==> src/rtl/cle_pkg.sv <==
`default_nettype none
// ----------------------------------------------------------------------------
// cle_pkg
// Shared constants and types of the console line editor.
// ----------------------------------------------------------------------------
package cle_pkg;

    localparam int LINE_CAPACITY = 32;
    localparam int FILL_W        = $clog2(LINE_CAPACITY);
    localparam int IDLE_W        = 20;
    localparam int LIMIT_W       = 6;
    localparam int TMO_W         = 16;
    localparam int LEN_W         = 5;
    localparam int DATA_W        = 8;
    localparam int APB_DW        = 32;
    localparam int APB_AW        = 3;
    localparam int ECHO_W        = 2;

    localparam logic [LIMIT_W-1:0] LIMIT_RESET = LIMIT_W'(32);

    localparam logic [DATA_W-1:0] CH_BS    = 8'h08;
    localparam logic [DATA_W-1:0] CH_LF    = 8'h0A;
    localparam logic [DATA_W-1:0] CH_CR    = 8'h0D;
    localparam logic [DATA_W-1:0] CH_SPACE = 8'h20;
    localparam logic [DATA_W-1:0] CH_TILDE = 8'h7E;
    localparam logic [DATA_W-1:0] CH_DEL   = 8'h7F;

    typedef enum logic [0:0] {
        CMD_BYTE = 1'b0,
        CMD_TICK = 1'b1
    } t_cmd;

    typedef enum logic [0:0] {
        REG_LINE_LIMIT = 1'b0,
        REG_TIMEOUT_MS = 1'b1
    } t_reg;

    typedef enum logic [1:0] {
        KIND_ECHO = 2'd0,
        KIND_CHAR = 2'd1,
        KIND_END  = 2'd2
    } t_kind;

    typedef enum logic [1:0] {
        STAT_TERM    = 2'd0,
        STAT_FULL    = 2'd1,
        STAT_TIMEOUT = 2'd2
    } t_status;

    typedef enum logic [2:0] {
        ST_IDLE,
        ST_ECHO,
        ST_RD,
        ST_CHAR,
        ST_END
    } t_state;

endpackage
`default_nettype wire

==> src/rtl/console_line_editor.sv <==
`default_nettype none
// ----------------------------------------------------------------------------
// console_line_editor
// Line assembly with echo: stores printable bytes, handles backspace, and
// dumps the line (characters, then an end request) on terminator, full
// buffer or idle timeout.
// Each result is registered in the output register. A stored byte is
// echoed, an erase echoes backspace, space, backspace; a line end sends any
// echo, then a read state (ST_RD) of the line store RAM, one character per
// stored byte and an end request. A new request is taken only while the
// sequencer is idle, so echoes, a line dump and output stalls hold it off.
// Reset (sync, active low): empty line, idle count 0, line_limit 32,
// timeout 0; the line store itself is not cleared.
// ----------------------------------------------------------------------------
module console_line_editor (
    input  wire logic                          i_clk,
    input  wire logic                          i_rst_n,
    // request in
    input  wire logic                          i_in_valid,
    output logic                               o_in_ready,
    input  wire logic                          i_command,
    input  wire logic [cle_pkg::DATA_W-1:0]    i_rx_byte,
    // results out
    output logic                               o_out_valid,
    input  wire logic                          i_out_ready,
    output logic      [1:0]                    o_kind,
    output logic      [cle_pkg::DATA_W-1:0]    o_data_byte,
    output logic      [cle_pkg::LEN_W-1:0]     o_line_length,
    output logic      [1:0]                    o_end_status,
    output logic                               o_last,
    // APB config
    input  wire logic                          psel,
    input  wire logic                          penable,
    input  wire logic                          pwrite,
    input  wire logic [cle_pkg::APB_AW-1:0]    paddr,
    input  wire logic [cle_pkg::APB_DW-1:0]    pwdata,
    output logic      [cle_pkg::APB_DW-1:0]    prdata,
    output logic                               pready
);

    localparam int FW = cle_pkg::FILL_W;
    localparam int IW = cle_pkg::IDLE_W;

    // config
    logic [cle_pkg::LIMIT_W-1:0] r_line_limit;
    logic [cle_pkg::TMO_W-1:0]   r_timeout_ms;
    logic [IW-1:0]               r_tmo_ticks;
    logic                        w_cfg_wr;
    logic [IW-1:0]               w_tmo_ext;

    // line state
    cle_pkg::t_state      r_state, n_state;
    logic [FW-1:0]        r_fill, n_fill;
    logic [IW-1:0]        r_idle, n_idle;
    logic [cle_pkg::ECHO_W-1:0] r_echo_left, n_echo_left;
    logic                 r_echo_bs, n_echo_bs;
    logic [cle_pkg::DATA_W-1:0] r_echo_byte;
    logic                 r_fin, n_fin;
    logic [FW-1:0]        r_fin_len, n_fin_len;
    cle_pkg::t_status     r_fin_status, n_fin_status;
    logic [FW-1:0]        r_rd_idx;

    // output register
    logic                        r_out_valid;
    cle_pkg::t_kind              r_out_kind;
    logic [cle_pkg::DATA_W-1:0]  r_out_data;
    logic [cle_pkg::LEN_W-1:0]   r_out_len;
    cle_pkg::t_status            r_out_status;
    logic                        r_out_last;

    // decode
    logic                 w_acc;
    logic                 w_load;
    logic                 w_is_term, w_is_bs, w_is_print;
    logic                 w_store, w_unstore;
    logic [FW-1:0]        w_lim_m1;
    logic [FW-1:0]        w_fill_after;
    logic [IW-1:0]        w_idle_inc;
    logic [FW-1:0]        w_last_idx;
    logic [cle_pkg::DATA_W-1:0] w_echo_data;

    // result generation
    logic                        w_emit;
    cle_pkg::t_kind              w_emit_kind;
    logic [cle_pkg::DATA_W-1:0]  w_emit_data;
    logic [cle_pkg::LEN_W-1:0]   w_emit_len;
    cle_pkg::t_status            w_emit_status;
    logic                        w_emit_last;
    logic                        w_rd_en;
    logic [FW-1:0]               w_rd_addr;
    logic [cle_pkg::DATA_W-1:0]  w_rd_data;

    // ---------------- configuration ----------------
    assign pready    = 1'b1;
    assign w_cfg_wr  = psel && penable && pwrite && pready;
    assign w_tmo_ext = IW'(pwdata[cle_pkg::TMO_W-1:0]);

    always_comb begin
        case (cle_pkg::t_reg'(paddr[2]))
            cle_pkg::REG_LINE_LIMIT:
                prdata = cle_pkg::APB_DW'(r_line_limit);
            cle_pkg::REG_TIMEOUT_MS:
                prdata = cle_pkg::APB_DW'(r_timeout_ms);
            default:
                prdata = '0;
        endcase
    end

    always_ff @(posedge i_clk) begin
        if (!i_rst_n) begin
            r_line_limit <= cle_pkg::LIMIT_RESET;
            r_timeout_ms <= '0;
            r_tmo_ticks  <= '0;
        end else if (w_cfg_wr) begin
            case (cle_pkg::t_reg'(paddr[2]))
                cle_pkg::REG_LINE_LIMIT: begin
                    r_line_limit <= pwdata[cle_pkg::LIMIT_W-1:0];
                end
                cle_pkg::REG_TIMEOUT_MS: begin
                    r_timeout_ms <= pwdata[cle_pkg::TMO_W-1:0];
                    r_tmo_ticks  <= (w_tmo_ext << 3) + (w_tmo_ext << 1);
                end
                default: begin
                end
            endcase
        end
    end

    // ---------------- request decode ----------------
    assign o_in_ready = (r_state == cle_pkg::ST_IDLE);
    assign w_acc      = i_in_valid && o_in_ready;
    assign w_load     = !r_out_valid || i_out_ready;

    always_comb begin
        if (r_line_limit < cle_pkg::LIMIT_W'(2)) begin
            w_lim_m1 = FW'(1);
        end else if (r_line_limit > cle_pkg::LIMIT_W'(cle_pkg::LINE_CAPACITY)) begin
            w_lim_m1 = FW'(cle_pkg::LINE_CAPACITY - 1);
        end else begin
            w_lim_m1 = FW'(r_line_limit - cle_pkg::LIMIT_W'(1));
        end
    end

    assign w_is_term  = (i_rx_byte == cle_pkg::CH_CR) || (i_rx_byte == cle_pkg::CH_LF);
    assign w_is_bs    = (i_rx_byte == cle_pkg::CH_BS) || (i_rx_byte == cle_pkg::CH_DEL);
    assign w_is_print = i_rx_byte inside {[cle_pkg::CH_SPACE:cle_pkg::CH_TILDE]};
    assign w_unstore  = w_is_bs && (r_fill != '0);
    assign w_store    = w_is_print && (r_fill < w_lim_m1);
    assign w_idle_inc = (&r_idle) ? r_idle : r_idle + IW'(1);

    always_comb begin
        if (w_unstore) begin
            w_fill_after = r_fill - FW'(1);
        end else if (w_store) begin
            w_fill_after = r_fill + FW'(1);
        end else begin
            w_fill_after = r_fill;
        end
    end

    always_comb begin
        n_fill       = r_fill;
        n_idle       = r_idle;
        n_echo_left  = '0;
        n_echo_bs    = 1'b0;
        n_fin        = 1'b0;
        n_fin_len    = r_fill;
        n_fin_status = cle_pkg::STAT_TERM;
        if (cle_pkg::t_cmd'(i_command) == cle_pkg::CMD_TICK) begin
            n_idle = w_idle_inc;
            if ((r_timeout_ms != '0) && (w_idle_inc >= r_tmo_ticks)) begin
                n_fin        = 1'b1;
                n_fin_status = cle_pkg::STAT_TIMEOUT;
            end
        end else begin
            n_idle = '0;
            if (w_is_term) begin
                n_fin = 1'b1;
            end else begin
                n_fill    = w_fill_after;
                n_fin_len = w_fill_after;
                if (w_unstore) begin
                    n_echo_left = cle_pkg::ECHO_W'(3);
                    n_echo_bs   = 1'b1;
                end else if (w_store) begin
                    n_echo_left = cle_pkg::ECHO_W'(1);
                end
                if (w_fill_after >= w_lim_m1) begin
                    n_fin        = 1'b1;
                    n_fin_status = cle_pkg::STAT_FULL;
                end
            end
        end
        if (n_fin) begin
            n_fill = '0;
            n_idle = '0;
        end
    end

    // ---------------- sequencer ----------------
    assign w_last_idx = r_fin_len - FW'(1);

    always_comb begin
        n_state = r_state;
        case (r_state)
            cle_pkg::ST_IDLE: begin
                if (w_acc) begin
                    if (n_echo_left != '0) begin
                        n_state = cle_pkg::ST_ECHO;
                    end else if (n_fin) begin
                        n_state = (n_fin_len != '0) ? cle_pkg::ST_RD : cle_pkg::ST_END;
                    end
                end
            end
            cle_pkg::ST_ECHO: begin
                if (w_load && (r_echo_left == cle_pkg::ECHO_W'(1))) begin
                    if (r_fin) begin
                        n_state = (r_fin_len != '0) ? cle_pkg::ST_RD : cle_pkg::ST_END;
                    end else begin
                        n_state = cle_pkg::ST_IDLE;
                    end
                end
            end
            cle_pkg::ST_RD: begin
                n_state = cle_pkg::ST_CHAR;
            end
            cle_pkg::ST_CHAR: begin
                if (w_load && (r_rd_idx == w_last_idx)) begin
                    n_state = cle_pkg::ST_END;
                end
            end
            cle_pkg::ST_END: begin
                if (w_load) begin
                    n_state = cle_pkg::ST_IDLE;
                end
            end
            default: begin
                n_state = cle_pkg::ST_IDLE;
            end
        endcase
    end

    assign w_echo_data = !r_echo_bs ? r_echo_byte :
                         (r_echo_left == cle_pkg::ECHO_W'(2)) ? cle_pkg::CH_SPACE :
                         cle_pkg::CH_BS;

    always_comb begin
        w_emit        = 1'b0;
        w_emit_kind   = cle_pkg::KIND_ECHO;
        w_emit_data   = '0;
        w_emit_len    = '0;
        w_emit_status = cle_pkg::STAT_TERM;
        w_emit_last   = 1'b0;
        w_rd_en       = 1'b0;
        w_rd_addr     = r_rd_idx;
        case (r_state)
            cle_pkg::ST_ECHO: begin
                w_emit      = 1'b1;
                w_emit_data = w_echo_data;
                w_emit_last = (r_echo_left == cle_pkg::ECHO_W'(1)) && !r_fin;
            end
            cle_pkg::ST_RD: begin
                w_rd_en = 1'b1;
            end
            cle_pkg::ST_CHAR: begin
                w_emit      = 1'b1;
                w_emit_kind = cle_pkg::KIND_CHAR;
                w_emit_data = w_rd_data;
                w_rd_en     = w_load && (r_rd_idx != w_last_idx);
                w_rd_addr   = r_rd_idx + FW'(1);
            end
            cle_pkg::ST_END: begin
                w_emit        = 1'b1;
                w_emit_kind   = cle_pkg::KIND_END;
                w_emit_len    = cle_pkg::LEN_W'(r_fin_len);
                w_emit_status = r_fin_status;
                w_emit_last   = 1'b1;
            end
            default: begin
            end
        endcase
    end

    cle_ram #(
        .WIDTH (cle_pkg::DATA_W),
        .DEPTH (cle_pkg::LINE_CAPACITY)
    ) u_line_store (
        .i_clk   (i_clk),
        .i_we    (w_acc && (cle_pkg::t_cmd'(i_command) == cle_pkg::CMD_BYTE) &&
                  !w_is_term && w_store),
        .i_waddr (r_fill),
        .i_wdata (i_rx_byte),
        .i_re    (w_rd_en),
        .i_raddr (w_rd_addr),
        .o_rdata (w_rd_data)
    );

    // ---------------- registers ----------------
    always_ff @(posedge i_clk) begin
        if (!i_rst_n) begin
            r_state     <= cle_pkg::ST_IDLE;
            r_fill      <= '0;
            r_idle      <= '0;
            r_echo_left <= '0;
            r_echo_bs   <= 1'b0;
            r_fin       <= 1'b0;
            r_rd_idx    <= '0;
            r_out_valid <= 1'b0;
        end else begin
            r_state <= n_state;
            if (w_acc) begin
                r_fill      <= n_fill;
                r_idle      <= n_idle;
                r_echo_left <= n_echo_left;
                r_echo_bs   <= n_echo_bs;
                r_fin       <= n_fin;
                r_rd_idx    <= '0;
            end else if (w_load && (r_state == cle_pkg::ST_ECHO)) begin
                r_echo_left <= r_echo_left - cle_pkg::ECHO_W'(1);
            end else if (w_load && (r_state == cle_pkg::ST_CHAR)) begin
                r_rd_idx <= r_rd_idx + FW'(1);
            end
            if (w_load) begin
                r_out_valid <= w_emit;
            end
        end
    end

    always_ff @(posedge i_clk) begin
        if (w_acc) begin
            r_echo_byte  <= i_rx_byte;
            r_fin_len    <= n_fin_len;
            r_fin_status <= n_fin_status;
        end
        if (w_load) begin
            r_out_kind   <= w_emit_kind;
            r_out_data   <= w_emit_data;
            r_out_len    <= w_emit_len;
            r_out_status <= w_emit_status;
            r_out_last   <= w_emit_last;
        end
    end

    assign o_out_valid   = r_out_valid;
    assign o_kind        = r_out_kind;
    assign o_data_byte   = r_out_data;
    assign o_line_length = r_out_len;
    assign o_end_status  = r_out_status;
    assign o_last        = r_out_last;

    // ---------------- assertions ----------------
    a_rd_in_range: assert property (@(posedge i_clk) disable iff (!i_rst_n)
        (r_state == cle_pkg::ST_CHAR) |-> (r_rd_idx < r_fin_len))
        else $error("line read index past stored length");

    a_dump_cleared: assert property (@(posedge i_clk) disable iff (!i_rst_n)
        ((r_state == cle_pkg::ST_RD) || (r_state == cle_pkg::ST_END)) |->
        ((r_fill == '0) && (r_idle == '0)))
        else $error("line state not cleared during dump");

    a_end_is_last: assert property (@(posedge i_clk) disable iff (!i_rst_n)
        (o_out_valid && (o_kind == cle_pkg::KIND_END)) |-> o_last)
        else $error("line end request without last flag");

endmodule
`default_nettype wire

==> src/rtl/cle_ram.sv <==
`default_nettype none
// ----------------------------------------------------------------------------
// cle_ram
// Simple dual-port RAM: one write port, one read port with registered data.
// ----------------------------------------------------------------------------
module cle_ram #(
    parameter int WIDTH = 8,
    parameter int DEPTH = 32
) (
    input  wire logic                     i_clk,
    input  wire logic                     i_we,
    input  wire logic [$clog2(DEPTH)-1:0] i_waddr,
    input  wire logic [WIDTH-1:0]         i_wdata,
    input  wire logic                     i_re,
    input  wire logic [$clog2(DEPTH)-1:0] i_raddr,
    output logic      [WIDTH-1:0]         o_rdata
);

    logic [WIDTH-1:0] r_mem [DEPTH];
    logic [WIDTH-1:0] r_rdata;

    always_ff @(posedge i_clk) begin
        if (i_we) begin
            r_mem[i_waddr] <= i_wdata;
        end
        if (i_re) begin
            r_rdata <= r_mem[i_raddr];
        end
    end

    assign o_rdata = r_rdata;

endmodule
`default_nettype wire

==> config.mk <==
export PLATFORM = sky130hd
export DESIGN_NAME = console_line_editor
export DESIGN_NICKNAME = d
export VERILOG_FILES = /design/src/rtl/cle_pkg.sv /design/src/rtl/console_line_editor.sv /design/src/rtl/cle_ram.sv
export SDC_FILE = /design/constraint.sdc
export NUM_CORES = 1
export LEC_CHECK = 0
export BUFFER_PORTS_ARGS = -buffer_cell sky130_fd_sc_hd__clkbuf_2
export CAP_MARGIN = 40
export CORE_MARGIN = 1.5
export CORE_UTILIZATION = 60
export DETAILED_ROUTE_END_ITERATION = 6
export PLACE_DENSITY_LB_ADDON = 0.05
export REMOVE_ABC_BUFFERS = 1
export SYNTH_ARGS = -nofsm -noshare
export SYNTH_HDL_FRONTEND = slang
export SYNTH_HIERARCHICAL = 1
export SYNTH_SLANG_ARGS = --single-unit
export TNS_END_PERCENT = 50
==> constraint.sdc <==
create_clock -name i_clk -period 7.87 [get_ports i_clk]
set_input_delay 1.574 -clock i_clk [delete_from_list [all_inputs] [get_ports i_clk]]
set_output_delay 1.574 -clock i_clk [all_outputs]
set_load 0.02 [all_outputs]
**Yosys cells after proc, flatten, opt, wreduce, memory -nomap -nowiden**

Memories as Yosys holds them, arrays and structs flattened. A register that Yosys moved wholly into a read port is not among the register bits.
Index checks and enable logic that the tools add are counted.

- Register bits: 113
- Bits in writable memories: 256
- Bits of input ports: 51
- Output and inout port bits: 53
- Logic and storage cells: 140
- Memories kept: 1

Memories:

| memory | words | bits a word | read ports | clocked after Yosys merged registers in | write ports | line | RTL |
|---|---|---|---|---|---|---|---|
| u_line_store.r_mem | 32 | 8 | 1 | 1 | 1 | cle_ram.sv:19 | `logic [WIDTH-1:0] r_mem [DEPTH];` |

- $add $sub $neg: 8
- Order comparisons: 7
- Equality and inequality tests: 17
- Multiplexer cells: 48
- Bitwise operators: 4
- Reduce and logical (&&, ||, !) cells: 36

Operators by type and width:

| kind | count |
|---|---|
| case mux 32 bit (2 select lines) | 1 |
| two-way mux 20 bit | 3 |
| two-way mux 5 bit | 8 |
| two-way mux 3 bit | 9 |
| == test 8 x 4 -> 1 bit, second input constant | 3 |
| adder 19 x 17 -> 20 bit | 1 |
| adder 20 x 1 -> 20 bit, second input constant | 1 |
| greater-or-equal comparator 20 bit | 1 |
| AND reduction 20 bit | 1 |
| logical AND 1 bit | 16 |
| case mux 8 bit (2 select lines) | 1 |
| nonzero test 16 bit | 1 |
| case mux 3 bit (5 select lines) | 1 |
| nonzero test 5 bit | 3 |
| subtractor 5 x 1 -> 5 bit, second input constant | 3 |
| two-way mux 2 bit | 7 |
| two-way mux 1 bit | 13 |
| adder 5 x 1 -> 5 bit, second input constant | 2 |
| == test 8 x 7 -> 1 bit, second input constant | 1 |
| greater-or-equal comparator 8 x 6 -> 1 bit, second input constant | 1 |
| <= comparator 8 x 7 -> 1 bit, second input constant | 1 |
| two-way mux 8 bit | 1 |
| == test 3 x 2 -> 1 bit, second input constant | 2 |
| greater-than comparator 6 bit, second input constant | 1 |
| other kinds (25) | 38 |

**Logic depth before layout (Yosys ltp)**

Gate-level depths: netlist (run 1).

- Depth after elaboration: 15
- Mapped depth: 21
- Depth with buffers taken out: 20

**By module**

The synthesis (run 1) kept the hierarchy.

Modules (own cells, without submodules):

| module | instances | cells each | area an instance (um^2) | sequential area each (um^2) |
|---|---|---|---|---|
| cle_ram | 1 | 417 | 10133.5 | 7927.6 |
| console_line_editor | 1 | 810 | 6949.2 | 2532.4 |

**Worst setup path before layout (run 1)**

Ideal clock, no wire load.

- Kind: input-to-reg
- Start: input i_rx_byte[6] in the netlist's numbering
- End: register r_idle[0]
- Setup time: 0.057 ns
- Arrival: 4.655 ns
- Required time: 7.813 ns
- Slack: 3.158 ns
- Stages: 15
- Buffers on the path: 1
- Cells stage by stage: or4b_1 nand2b_1 a21oi_1 buf_2 a22oi_1 xnor2_1 ha_1 a21oi_1 o21ai_0 a31oi_1 a21oi_1 a2111oi_4 nand2_1 nor3b_1 a21o_1

- Cells in the longest elaborated chain, start to end: 10
- Elaborated cells between the ends (all ways): 18
- Classes of those cells: order compare (3); eq/ne (4); mux (6); reduce/logical (5)

Ends and longest elaborated chain:

| element | line | RTL |
|---|---|---|
| start: declaration | console_line_editor.sv:22 | `input wire logic [cle_pkg::DATA_W-1:0] i_rx_byte,` |
| greater-or-equal comparator 8 x 6 -> 1 bit / <= comparator 8 x 7 -> 1 bit (equally long branches) | console_line_editor.sv:146 | `assign w_is_print = i_rx_byte inside {[cle_pkg::CH_SPACE:cle_pkg::CH_TILDE]};` |
| logical AND 1 bit | console_line_editor.sv:146 |  |
| logical AND 1 bit | console_line_editor.sv:148 | `assign w_store = w_is_print && (r_fill < w_lim_m1);` |
| two-way mux 5 bit | console_line_editor.sv:154 | `end else if (w_store) begin` |
| two-way mux 5 bit | console_line_editor.sv:152 | `if (w_unstore) begin` |
| greater-or-equal comparator 5 bit | console_line_editor.sv:188 | `if (w_fill_after >= w_lim_m1) begin` |
| two-way mux 1 bit | console_line_editor.sv:188 |  |
| two-way mux 1 bit * | console_line_editor.sv:177 | `if (w_is_term) begin` |
| two-way mux 1 bit * | console_line_editor.sv:169 | `if (cle_pkg::t_cmd'(i_command) == cle_pkg::CMD_TICK) begin` |
| two-way mux 20 bit * | console_line_editor.sv:194 | `if (n_fin) begin` |
| end signal: assignment | console_line_editor.sv:313 | `r_idle <= n_idle;` |
| end: declaration | console_line_editor.sv:54 | `logic [IW-1:0] r_idle, n_idle;` |

Mark *: on every way between the ends. The rest lies on a longest branch, timed or not.
A chain may end at the register's enable or synchronous reset.

**Worst setup path in the final report (run 1)**

- Start: input i_rx_byte[0] in the netlist's numbering
- End: register r_idle[6]

Same word-level chain as after synthesis.

==> impl_metrics.csv, run 1 <==
group,metric,value,unit
yosys,synthCells,1227,
yosys,synth-xor-area-share,0.02051,
placed_design,finalWeightedCongestion,0.8417,
detailed_routing,drt_iter0_drc,1235,
die,rows,61,
pwr,netSwitchingPower,1.101,mW
sta,period_needed,5.928,ns
placed_design,portBuffers,68,
yosys,ys_types,73,
cells_and_area,layout_commonest_cell,"edfxtp_1",
global_routing,grt_pass1_wl,58060,um
yosys,synth.top_cell.area_share,0.5221,
worst_setup_path,cp-end-kind,"flop",
global_routing,grt_pass1_vias,9990,
die,ioPinCount,104,
pwr,intPower,3.511,mW
detailed_routing,wire_per_inst,21.90,um
cells_and_area,drive_gt1_frac,0.1946,
sta,fin_ws,1.942,ns
sta,hold_violations,0,
yosys,synth.avg_cell_area,13.92,sq um
pwr,power_frac_comb,0.100,
sta,fin_setup_tns,0,ns
yosys,synth-compound-area-share,0.07647,
cells_and_area,layout_common_cells,"edfxtp_1 (297), nand2_1 (94), nor2_1 (94)",
placed_design,preCtsSetupSlack,1.482,ns
yosys,yosys.area_share.simple,0.1011,
worst_setup_path,crit_type,"in -> reg",
worst_hold_path,min_path_type,"reg -> reg",
cells_and_area,nets,1406,
cts,cts_sinks,374,
detailed_routing,drc,0,
cts,cts-root-buf,"clkbuf_16",
yosys,synth_top_family_by_area,"multiplexers",
cts,cts_setup_buffers,0,
global_routing,gr-total-overflow,0,
yosys,synthFlopType,"edfxtp_1",
yosys,yosysSeqAreaShare,0.6123,
detailed_routing,drt_wl_total,37540,um
global_routing,antenna_found_initial,0,
pwr,peakVddDrop,0.1635,mV
sta,holdWs,0.4524,ns
worst_setup_path,required,8.35,ns
die,die_w,171.7,um
die,die_y,171.7,um
sta,worst_slew_pin_slew,0.9245,ns
cts,cts_hold_buf,0,
sta,max_freq,0.1687,GHz
worst_setup_path,crit_arrival,6.41,ns
pwr,cellLeakagePower,6.605,nW
detailed_routing,ant_nets,0,
cts,cts.clk_slew.worst_paths,0.05,ns
yosys,synthTopCellsByArea,"edfxtp_1 (52%), mux4_2 (11%), dfxtp_1 (9.0%)",
worst_setup_path,cp-start-kind,"input port",
cts,clock_latency,0.55,ns
yosys,syn_area,0.01708,sq mm
cts,htree_levels,2,
pwr,p_sw_frac,0.2388,
sta,grt_setup_unrepaired,"no",
worst_setup_path,cp_max_fo,37,
pwr,pwr-share-clk,0.410,
die,initial_core_util,0.6115,
run_status,status,"completed",
global_routing,grt_max_degree,48,
yosys,synthMuxAreaShare,0.1200,
cts,ctsResizeCount,0,
yosys,synth-edff-count,297,
cells_and_area,diodes,0,
yosys,yosys.area.top_type,"edfxtp_1",
sta,finalSetupViolations,0,
die,fp.coreArea,0.02793,sq mm
detailed_routing,vias,10610,
cells_and_area,syn_to_final_growth,11.95,%
flow_run,max-cap-violations,0,
detailed_routing,vias_per_cell,6.190,
sta,slew_headroom,0.3823,
sta,finClkSkew,0.02148,ns
placed_design,dp_hpwl,24830,um
sta,slew_viol_final,0,
pwr,power_density,241.2,mW/mm^2
yosys,ys_ff_latch,374,
yosys,synth_fa_ha_area_frac,0.03779,
pwr,seqPwrFrac,0.490,
detailed_routing,firstDrtPassIters,5,
yosys,ys_async_sr_fraction,0,
cts,tritoncts,"built",
die,die_area,0.02949,sq mm
yosys,ys_warn_count,6,
sta,period_share,0.7532,
global_routing,grt_use_total,0.2649,
cts,cts_buffers,40,
cts,cts_max_path_buffers,3,
[final cells by class]
class	count	area, sq um
Clock buffer	50	1060
Clock inverter	24	267.8
Fill cell	1977	8811
Inverter	46	172.7
Multi-Input combinational cell	754	6160
Sequential cell	374	10460
Tap cell	378	473.0
Timing Repair Buffer	88	530.5
[critical path, stage by stage]
cell       delay [ns]
clkbuf_2         0.47
and4b_1          0.42
a2111oi_0        0.45
o211a_2          0.46
a22oi_1          0.17
xnor2_1          0.19
ha_1             0.32
a21oi_1          0.15
o21ai_0          0.10
a31oi_1          0.32
a21oi_1          0.21
a2111oi_4        0.75
nand2_1          0.41
o21ai_0          0.26
a21o_1           0.14
[per-stage QoR]
step	util	power [mW]	cell area, sq um	instances
5_1_grt	0.6846	4.787	19120	1714
4_1_cts	0.6846	4.643	19120	1714
3_5_place_dp	0.6371	2.762	17800	1640
3_3_place_gp	0.6340	2.750	17710	1634
6_report	0.6846	4.612	19120	1714
2_1_floorplan	-	2.603	16770	1174
[power by group through the flow]
stage	Clock [mW]	Sequential, mW	Combinational [mW]
6_report	1.89	2.26	0.463
5_1_grt	2.00	2.27	0.515
4_1_cts	1.92	2.26	0.463
3_5_place_dp	0	2.30	0.460
3_3_place_gp	0	2.30	0.451
2_1_floorplan	0	2.32	0.284
[flip-flops by register name, summed over array words and instances (netlist names)]
name,count
u_line_store/r_mem,256
r_idle,20
r_tmo_ticks,17
r_timeout_ms,16
o_data_byte,8
r_echo_byte,8
u_line_store/o_rdata,8
r_line_limit,6
o_line_length,5
r_fill,5
r_fin_len,5
r_rd_idx,5
r_state,3
o_end_status,2
o_kind,2
r_echo_left,2
r_fin_status,2
o_last,1
o_out_valid,1
r_echo_bs,1
r_fin,1
[synthesized netlist by cell type (3+ instances only)]
cell type and number:
a2111oi_0 3, a211o_1 4, a211oi_1 9, a21o_1 9
a21oi_1 64, a22oi_1 7, a31oi_1 7, a32o_1 12
a41oi_1 3, and2_1 21, and3_1 11, and4_1 4
buf_1 6, buf_2 6, buf_4 23, clkbuf_1 31
dfxtp_1 77, edfxtp_1 297, ha_1 50, inv_1 44
mux2_2 14, mux2i_1 9, mux4_2 80, nand2_1 94
nand2b_1 8, nand3_1 19, nand3b_1 11, nand4_1 18
nand4b_1 3, nor2_1 95, nor2b_1 9, nor3_1 20
nor3b_1 3, nor4_1 7, o2111ai_1 3, o211ai_1 4
o21a_1 7, o21ai_0 39, o311ai_0 3, o31ai_1 4
or2_2 4, or3_1 6, or3b_2 5, xnor2_1 30
xor2_1 10
[path summary, 6_finish.rpt]
| kind | slack [ns] | start | to | cells past startpoint |
|---|---|---|---|---|
| hold reg to reg | 0.45 | r_tmo_ticks[8] | r_tmo_ticks[8] | 2 |
| hold / removal | 0.45 | r_tmo_ticks[8] | r_tmo_ticks[8] | 2 |
| setup reg to reg | 2.40 | r_line_limit[0] | r_idle[6] | 19 |
| setup / recovery | 1.94 | i_rx_byte[0] | r_idle[6] | 15 |
[kinds of logic (layout without fill, tap and decap cells)]
logic type,Yosys count,in the layout
mux,103,103
other cells,2,17
simple gates,347,347
fa+ha+maj,51,51
buf+inv,114,208
xor+xnor,40,40
compound gates,196,196
flops,374,374
[metal layers]
layer / global-route usage / wire [um] / up-vias / share of wire
li1: - / - / 4853 / -
met1: 0.4201 / 17220 / 5248 / 0.46
met2: 0.3895 / 16590 / 458 / 0.44
met3: 0.04487 / 3246 / 51 / 0.086
met4: 0.04953 / 488 / 0 / 0.013
met5: 0 / 0 / - / 0
Power figures use the tool's default switching activity.
==> run 2, diff against run 1 <==
--- a/config.mk
+++ b/config.mk
@@ -5,6 +5,7 @@
 export SDC_FILE = /design/constraint.sdc
 export NUM_CORES = 1
 export LEC_CHECK = 0
+export ABC_AREA = 1
 export BUFFER_PORTS_ARGS = -buffer_cell sky130_fd_sc_hd__clkbuf_2
 export CAP_MARGIN = 40
 export CORE_MARGIN = 1.5
==> constraint.sdc (replaced) <==
create_clock -name i_clk -period 6 [get_ports i_clk]
set_input_delay 1.2 -clock i_clk [delete_from_list [all_inputs] [get_ports i_clk]]
set_output_delay 1.2 -clock i_clk [all_outputs]
set_load 0.02 [all_outputs]
==> run 2 against run 1 <==
Combinational power grew 140%. Register-to-register slack lost 0.72 ns. Via count grew 26%. Wire length grew 13%. Synthesized area grew 5.6%. Total power grew 43%. Utilization shrank 1.3 points. Worst hold slack gained 0.012 ns. Sequential power grew 33%.
==> impl_metrics.csv, run 2 <==
group,metric,value,unit
run_status,status,"completed",
sta,fin_setup_tns,0,ns
cts,cts-root-buf,"clkbuf_16",
cts,cts_max_path_buffers,3,
pwr,power_frac_comb,0.164,
die,ioPinCount,104,
yosys,ys_types,52,
sta,worst_slew_pin_slew,0.9594,ns
cells_and_area,fill_cells,2331,
placed_design,portBuffers,68,
yosys,synthCells,1885,
sta,grt_setup_unrepaired,"no",
worst_hold_path,min_delay_worst_endpoint,"r_tmo_ticks[3]",
global_routing,gr-total-overflow,0,
cells_and_area,largest_reg_flops,256,
pwr,seqPwrFrac,0.455,
cells_and_area,stdcell_count,2374,
global_routing,antenna_found_initial,0,
pwr,power_density,332.2,mW/mm^2
cts,tritoncts,"built",
yosys,ys_warn_count,6,
global_routing,grt_pass1_vias,12920,
placed_design,preCtsSetupSlack,1.400,ns
sta,max_freq,0.2314,GHz
cells_and_area,post-route-util,0.6719,
yosys,synthTopCellsByArea,"edfxtp_1 (49%), nand2_1 (11%), dfxtp_1 (8.5%)",
detailed_routing,drt_wl_total,42560,um
cts,cts_sinks,374,
worst_setup_path,cp_num_buf_inv,2,
cts,cts_setup_buffers,0,
cells_and_area,layout_common_cells,"nand2_1 (529), edfxtp_1 (297), nand3_1 (254)",
global_routing,grt_pass1_wl,67540,um
yosys,ys_ff_latch,374,
die,die_w,176.4,um
pwr,intPower,4.787,mW
detailed_routing,vias,13370,
sta,finalSetupViolations,0,
placed_design,placed_area,0.01857,sq mm
worst_setup_path,reg2reg_slack,1.68,ns
global_routing,grt_max_degree,71,
worst_setup_path,slowest_stage,"nor2_1",
worst_setup_path,cp_max_fo,8,
cells_and_area,regArea,0.01046,sq mm
cells_and_area,drive_gt1_frac,0.1084,
worst_setup_path,path_cells,"inv_1, ha_1, inv_1, nor2_1, nand2_1, xor2_1, a21oi_1, ha_1, nand3_1, nor2_1, nor2_1, nand3_4, nor3_1, nand3_1, nor2_1",
yosys,yosys.area.top_type,"edfxtp_1",
yosys,syn_area,0.01803,sq mm
sta,slew_viol_final,0,
sta,finClkSkew,0.01466,ns
global_routing,grt_use_total,0.2794,
die,rows,63,
pwr,cellLeakagePower,8.158,nW
worst_setup_path,crit_type,"reg -> reg",
pwr,netSwitchingPower,1.829,mW
worst_setup_path,crit_path_frequent_cell,"nor2_1",
worst_setup_path,r2r-start,"r_line_limit[0]",
worst_hold_path,min_path_type,"reg -> reg",
cells_and_area,layout_commonest_cell,"nand2_1",
cts,cts.clk_slew.worst_paths,0.06,ns
yosys,synthTopCellsByCount,"nand2_1 (530), edfxtp_1 (297), nand3_1 (254)",
sta,period_share,0.7204,
detailed_routing,wire_per_inst,17.93,um
cts,ctsResizeCount,0,
yosys,synth.most_common_cell,"nand2_1",
yosys,synthFlopType,"edfxtp_1",
pwr,peakVddDrop,0.3252,mV
worst_setup_path,cpLargestDelayFamily,"simple AND/OR/NAND/NOR gates",
worst_setup_path,crit_arrival,4.47,ns
worst_setup_path,cp-end-kind,"flop",
cts,cts_hold_buf,0,
cts,clock_latency,0.53,ns
worst_setup_path,rr_worst_depth,15,
detailed_routing,firstDrtPassIters,6,
detailed_routing,vias_per_cell,5.630,
die,die_area,0.03110,sq mm
yosys,ys_async_sr_fraction,0,
detailed_routing,drc,0,
sta,hold_violations,0,
placed_design,finalWeightedCongestion,0.8848,
yosys,synth.top_cell.area_share,0.4946,
worst_setup_path,cp-start-kind,"flop",
pwr,pwr-share-clk,0.380,
placed_design,dp_hpwl,27450,um
flow_run,max-cap-violations,0,
yosys,synth.avg_cell_area,9.566,sq um
sta,period_needed,4.322,ns
yosys,synth-edff-count,297,
die,fp.coreArea,0.02964,sq mm
cells_and_area,syn_to_final_growth,10.45,%
sta,holdWs,0.4640,ns
worst_setup_path,required,6.14,ns
cells_and_area,final_area,0.01992,sq mm
cells_and_area,largest_register,"u_line_store/r_mem",
detailed_routing,ant_nets,0,
yosys,yosysSeqAreaShare,0.5801,
worst_setup_path,cp.depth,15,
placed_design,dp_cells,2298,
cells_and_area,nets,2054,
worst_setup_path,rr_endpoint,"u_line_store/r_mem[19][6]",
worst_setup_path,cpPeakStageDelay,0.87,ns
cts,cts_buffers,41,
cells_and_area,multi_input_area,0.006400,sq mm
detailed_routing,drt_iter0_drc,1385,
sta,slew_headroom,0.3580,
cells_and_area,reg_top3,"u_line_store/r_mem x256, r_idle x20, r_tmo_ticks x17",
die,die_y,176.4,um
worst_hold_path,hold_start,"r_tmo_ticks[3]",
worst_hold_path,whs_path_depth,2,
die,initial_core_util,0.6084,
cts,htree_levels,2,
sta,fin_ws,1.678,ns
pwr,power,6.616,mW
cells_and_area,diodes,0,
pwr,p_sw_frac,0.2764,
-- run 2: cell count changes after synthesis, sizes merged, moves of 14 or more --
cell / before / now
nand2: 94 / 542
nand3: 19 / 269
inv: 44 / 160
mux4: 80 / 0
o21ai: 40 / 92
nor2: 95 / 137
buf: 37 / 68
xnor2: 30 / 7
xor2: 10 / 33
and2: 21 / 0
mux2: 14 / 0
-- run 2: tightest hold or removal path, stage by stage (launching register included) --
cell	delay (ns)
dfxtp_1	0.30
inv_1	0.07
a21oi_1	0.06
-- run 2: worst max-delay path by stage --
stage               startpoint                         to  slack, ns
2_1_floorplan       r_state[1]    u_line_store/o_rdata[1]      -2.96
3_3_place_gp      i_rx_byte[1]  u_line_store/r_mem[17][4]       1.48
3_5_place_dp      i_rx_byte[1]  u_line_store/r_mem[19][1]       1.40
4_1_cts        r_line_limit[0]  u_line_store/r_mem[19][3]       1.68
5_1_grt        r_line_limit[3]                  r_idle[1]       1.27
6_report       r_line_limit[0]  u_line_store/r_mem[19][6]       1.68
-- run 2: logic make-up (layout without fill, tap and decap cells) --
family,count (synthesis),count (layout),share of synthesized area
AO/OA/AOI/OAI,188,188,0.05857
XOR/XNOR,40,40,0.01943
other,2,17,0.0004165
AND/OR/NAND/NOR,978,978,0.2362
flip-flops,374,374,0.5801
buffers and inverters,252,336,0.06946
adder cells (fa/ha/maj),51,51,0.03581
-- run 2: area by class of cell --
cell class / instances / area share
Sequential cell: 374 / 0.5252
Multi-Input combinational cell: 1274 / 0.3214
Clock buffer: 50 / 0.05321
Timing Repair Buffer: 99 / 0.03104
Inverter: 162 / 0.03085
Tap cell: 390 / 0.02450
Clock inverter: 25 / 0.01382
-- run 2: power groups by stage --
stage | Sequential [mW] | Clock [mW] | Combinational, mW
floorplan | 3.11 | 0 | 0.688
global route | 3.03 | 2.64 | 1.21
finish | 3.01 | 2.52 | 1.09
detailed placement | 3.07 | 0 | 1.08
CTS | 3.01 | 2.55 | 1.09
global placement | 3.07 | 0 | 1.04
-- run 2: metal layers --
metal,track usage,up-vias,part of all wire
met1,0.4006,6306,0.44
li1,-,6481,-
met4,0.07486,0,0.022
met3,0.04027,69,0.078
met2,0.4488,510,0.46
met5,0,-,0
==> run 3, diff against run 2 <==
==> constraint.sdc (replaced) <==
create_clock -name i_clk -period 4.36 [get_ports i_clk]
set_input_delay 0.872 -clock i_clk [delete_from_list [all_inputs] [get_ports i_clk]]
set_output_delay 0.872 -clock i_clk [all_outputs]
set_load 0.02 [all_outputs]
==> run 3 against run 2 <==
Worst setup slack lost 1.4 ns. Total power is 35% higher. Via count is essentially flat.
==> impl_metrics.csv, run 3 (synthesis results as in run 2) <==
group,metric,value,unit
cts,clock_latency,0.54,ns
cells_and_area,reg_top3,"u_line_store/r_mem x256, r_idle x20, r_tmo_ticks x17",
cells_and_area,stdcell_count,2400,
sta,grt_setup_unrepaired,"no",
worst_setup_path,crit_arrival,4.55,ns
worst_setup_path,crit_type,"reg -> reg",
worst_setup_path,cp-end-kind,"flop",
cells_and_area,drive_gt1_frac,0.1259,
cells_and_area,largest_reg_flops,256,
cts,tritoncts,"built",
worst_setup_path,rr_endpoint,"r_idle[0]",
cells_and_area,syn_to_final_growth,11.54,%
worst_setup_path,reg2reg_slack,0.28,ns
placed_design,dp_hpwl,27720,um
global_routing,grt_use_total,0.2773,
sta,finalSetupViolations,0,
cts,htree_levels,2,
worst_hold_path,whs_path_depth,2,
global_routing,gr-total-overflow,0,
sta,max_freq,0.2449,GHz
detailed_routing,drc,0,
sta,fin_setup_tns,0,ns
sta,period_needed,4.084,ns
sta,slew_viol_final,0,
flow_run,max-cap-violations,0,
run_status,status,"completed",
die,fp.coreArea,0.02964,sq mm
die,initial_core_util,0.6084,
detailed_routing,vias_per_cell,5.570,
sta,period_share,0.9366,
global_routing,grt_pass1_wl,66850,um
detailed_routing,drt_wl_total,42410,um
detailed_routing,wire_per_inst,17.67,um
worst_setup_path,required,4.82,ns
die,die_area,0.03110,sq mm
worst_setup_path,rr_worst_depth,26,
cts,cts.clk_slew.worst_paths,0.06,ns
placed_design,dp_cells,2331,
detailed_routing,drt_iter0_drc,1296,
pwr,power_density,442.5,mW/mm^2
sta,fin_ws,0.2763,ns
detailed_routing,vias,13370,
cells_and_area,fill_cells,2333,
global_routing,grt_pass1_vias,12510,
cells_and_area,nets,2084,
global_routing,antenna_found_initial,0,
cells_and_area,layout_common_cells,"nand2_1 (529), edfxtp_1 (297), nand3_1 (254)",
pwr,peakVddDrop,0.3962,mV
sta,finClkSkew,0.01815,ns
worst_setup_path,r2r-start,"r_line_limit[0]",
placed_design,preCtsSetupSlack,0.1905,ns
cts,cts-root-buf,"clkbuf_16",
worst_hold_path,hold_start,"r_tmo_ticks[3]",
sta,hold_violations,0,
cts,cts_max_path_buffers,3,
sta,worst_slew_pin_slew,0.8438,ns
cells_and_area,largest_register,"u_line_store/r_mem",
placed_design,finalWeightedCongestion,0.8819,
pwr,cellLeakagePower,8.292,nW
cts,cts_buffers,39,
sta,slew_headroom,0.4375,
die,die_w,176.4,um
worst_setup_path,cp-start-kind,"flop",
die,ioPinCount,104,
placed_design,portBuffers,68,
worst_hold_path,min_path_type,"reg -> reg",
die,die_y,176.4,um
cells_and_area,diodes,0,
cts,cts_sinks,374,
cells_and_area,post-route-util,0.6786,
worst_hold_path,min_delay_worst_endpoint,"r_tmo_ticks[3]",
global_routing,grt_max_degree,129,
worst_setup_path,cp_max_fo,16,
die,rows,63,
detailed_routing,ant_nets,0,
cells_and_area,layout_commonest_cell,"nand2_1",
detailed_routing,firstDrtPassIters,6,
worst_setup_path,crit_path_start,"r_line_limit[0]",
[run 3: cell types whose count changed in the layout (fill, tap and decap cells not counted), sizes merged]
| cell | before | now |
|---|---|---|
| buf | 31 | 63 |
| clkbuf | 118 | 113 |
| inv | 161 | 160 |
| bufinv | 6 | 3 |
| clkinvlp | 1 | 4 |
[run 3: worst max-delay path by stage]
stage | cells after the start | slack (ns) | endpoint
2_1_floorplan | 12 | -4.60 | u_line_store/o_rdata[1]
3_3_place_gp | 26 | 0.24 | r_idle[4]
3_5_place_dp | 26 | 0.19 | r_idle[4]
4_1_cts | 26 | 0.15 | r_idle[0]
5_1_grt | 26 | 0.003 | r_idle[4]
6_report | 26 | 0.28 | r_idle[0]
[run 3: final cells by class]
| class | count | area (sq um) | share of cell area |
|---|---|---|---|
| Sequential cell | 374 | 10460 | 0.5201 |
| Inverter | 162 | 616.8 | 0.03067 |
| Timing Repair Buffer | 131 | 863.3 | 0.04293 |
| Clock inverter | 24 | 242.7 | 0.01207 |
| Multi-Input combinational cell | 1274 | 6422 | 0.3193 |
| Clock buffer | 45 | 1018 | 0.05064 |
| Tap cell | 390 | 488.0 | 0.02426 |
[run 3: repair_timing]
action / CTS / global route
endpoints found under the setup margin: 0 / 29
hold buffers: 0 / 0
buffers inserted: 0 / 0
gates resized for setup: 0 / 6
[run 3: critical path, stage by stage (launching register included)]
cell and delay [ns]:
dfxtp_1 0.31, inv_1 0.13, ha_1 0.20, inv_1 0.05, nor2_1 0.14, nand2_1 0.09, xor2_1 0.16, a21oi_2 0.17
ha_1 0.27, nand2_1 0.08, nand2_1 0.10, a21oi_4 0.19, nand3_4 0.15, nand2_2 0.13, xor2_1 0.17, ha_1 0.25
o21ai_0 0.15, a21boi_0 0.10, o21ai_0 0.15, nand2_1 0.08, a21oi_2 0.19, nand2_1 0.10, nand2_1 0.13, nand2_4 0.11
inv_8 0.14, nand2_2 0.11, o22ai_1 0.15
[run 3: report_power, final]
part           internal (mW)  switching [mW]
logic                  0.441            1.06
clock network           1.87            1.39
registers               4.06          0.0788
[run 3: per-layer routing]
metal | GRT usage | up-vias | share of wire
li1 | - | 6532 | -
met1 | 0.4088 | 6325 | 0.45
met2 | 0.4354 | 450 | 0.46
met5 | 0 | - | 0
met4 | 0.07062 | 0 | 0.018
met3 | 0.03876 | 60 | 0.073
[run 3: through the flow]
stage                     power (mW)  hold slack (ns)  instance area (sq um)
after floorplan                5.224           0.4347                  17450
after CTS                      8.940           0.4651                  20090
after detailed placement       5.698           0.4534                  18830
after global placement         5.658           0.4526                  18780
after global routing           9.265           0.4852                  20110
final                          8.899           0.4638                  20110
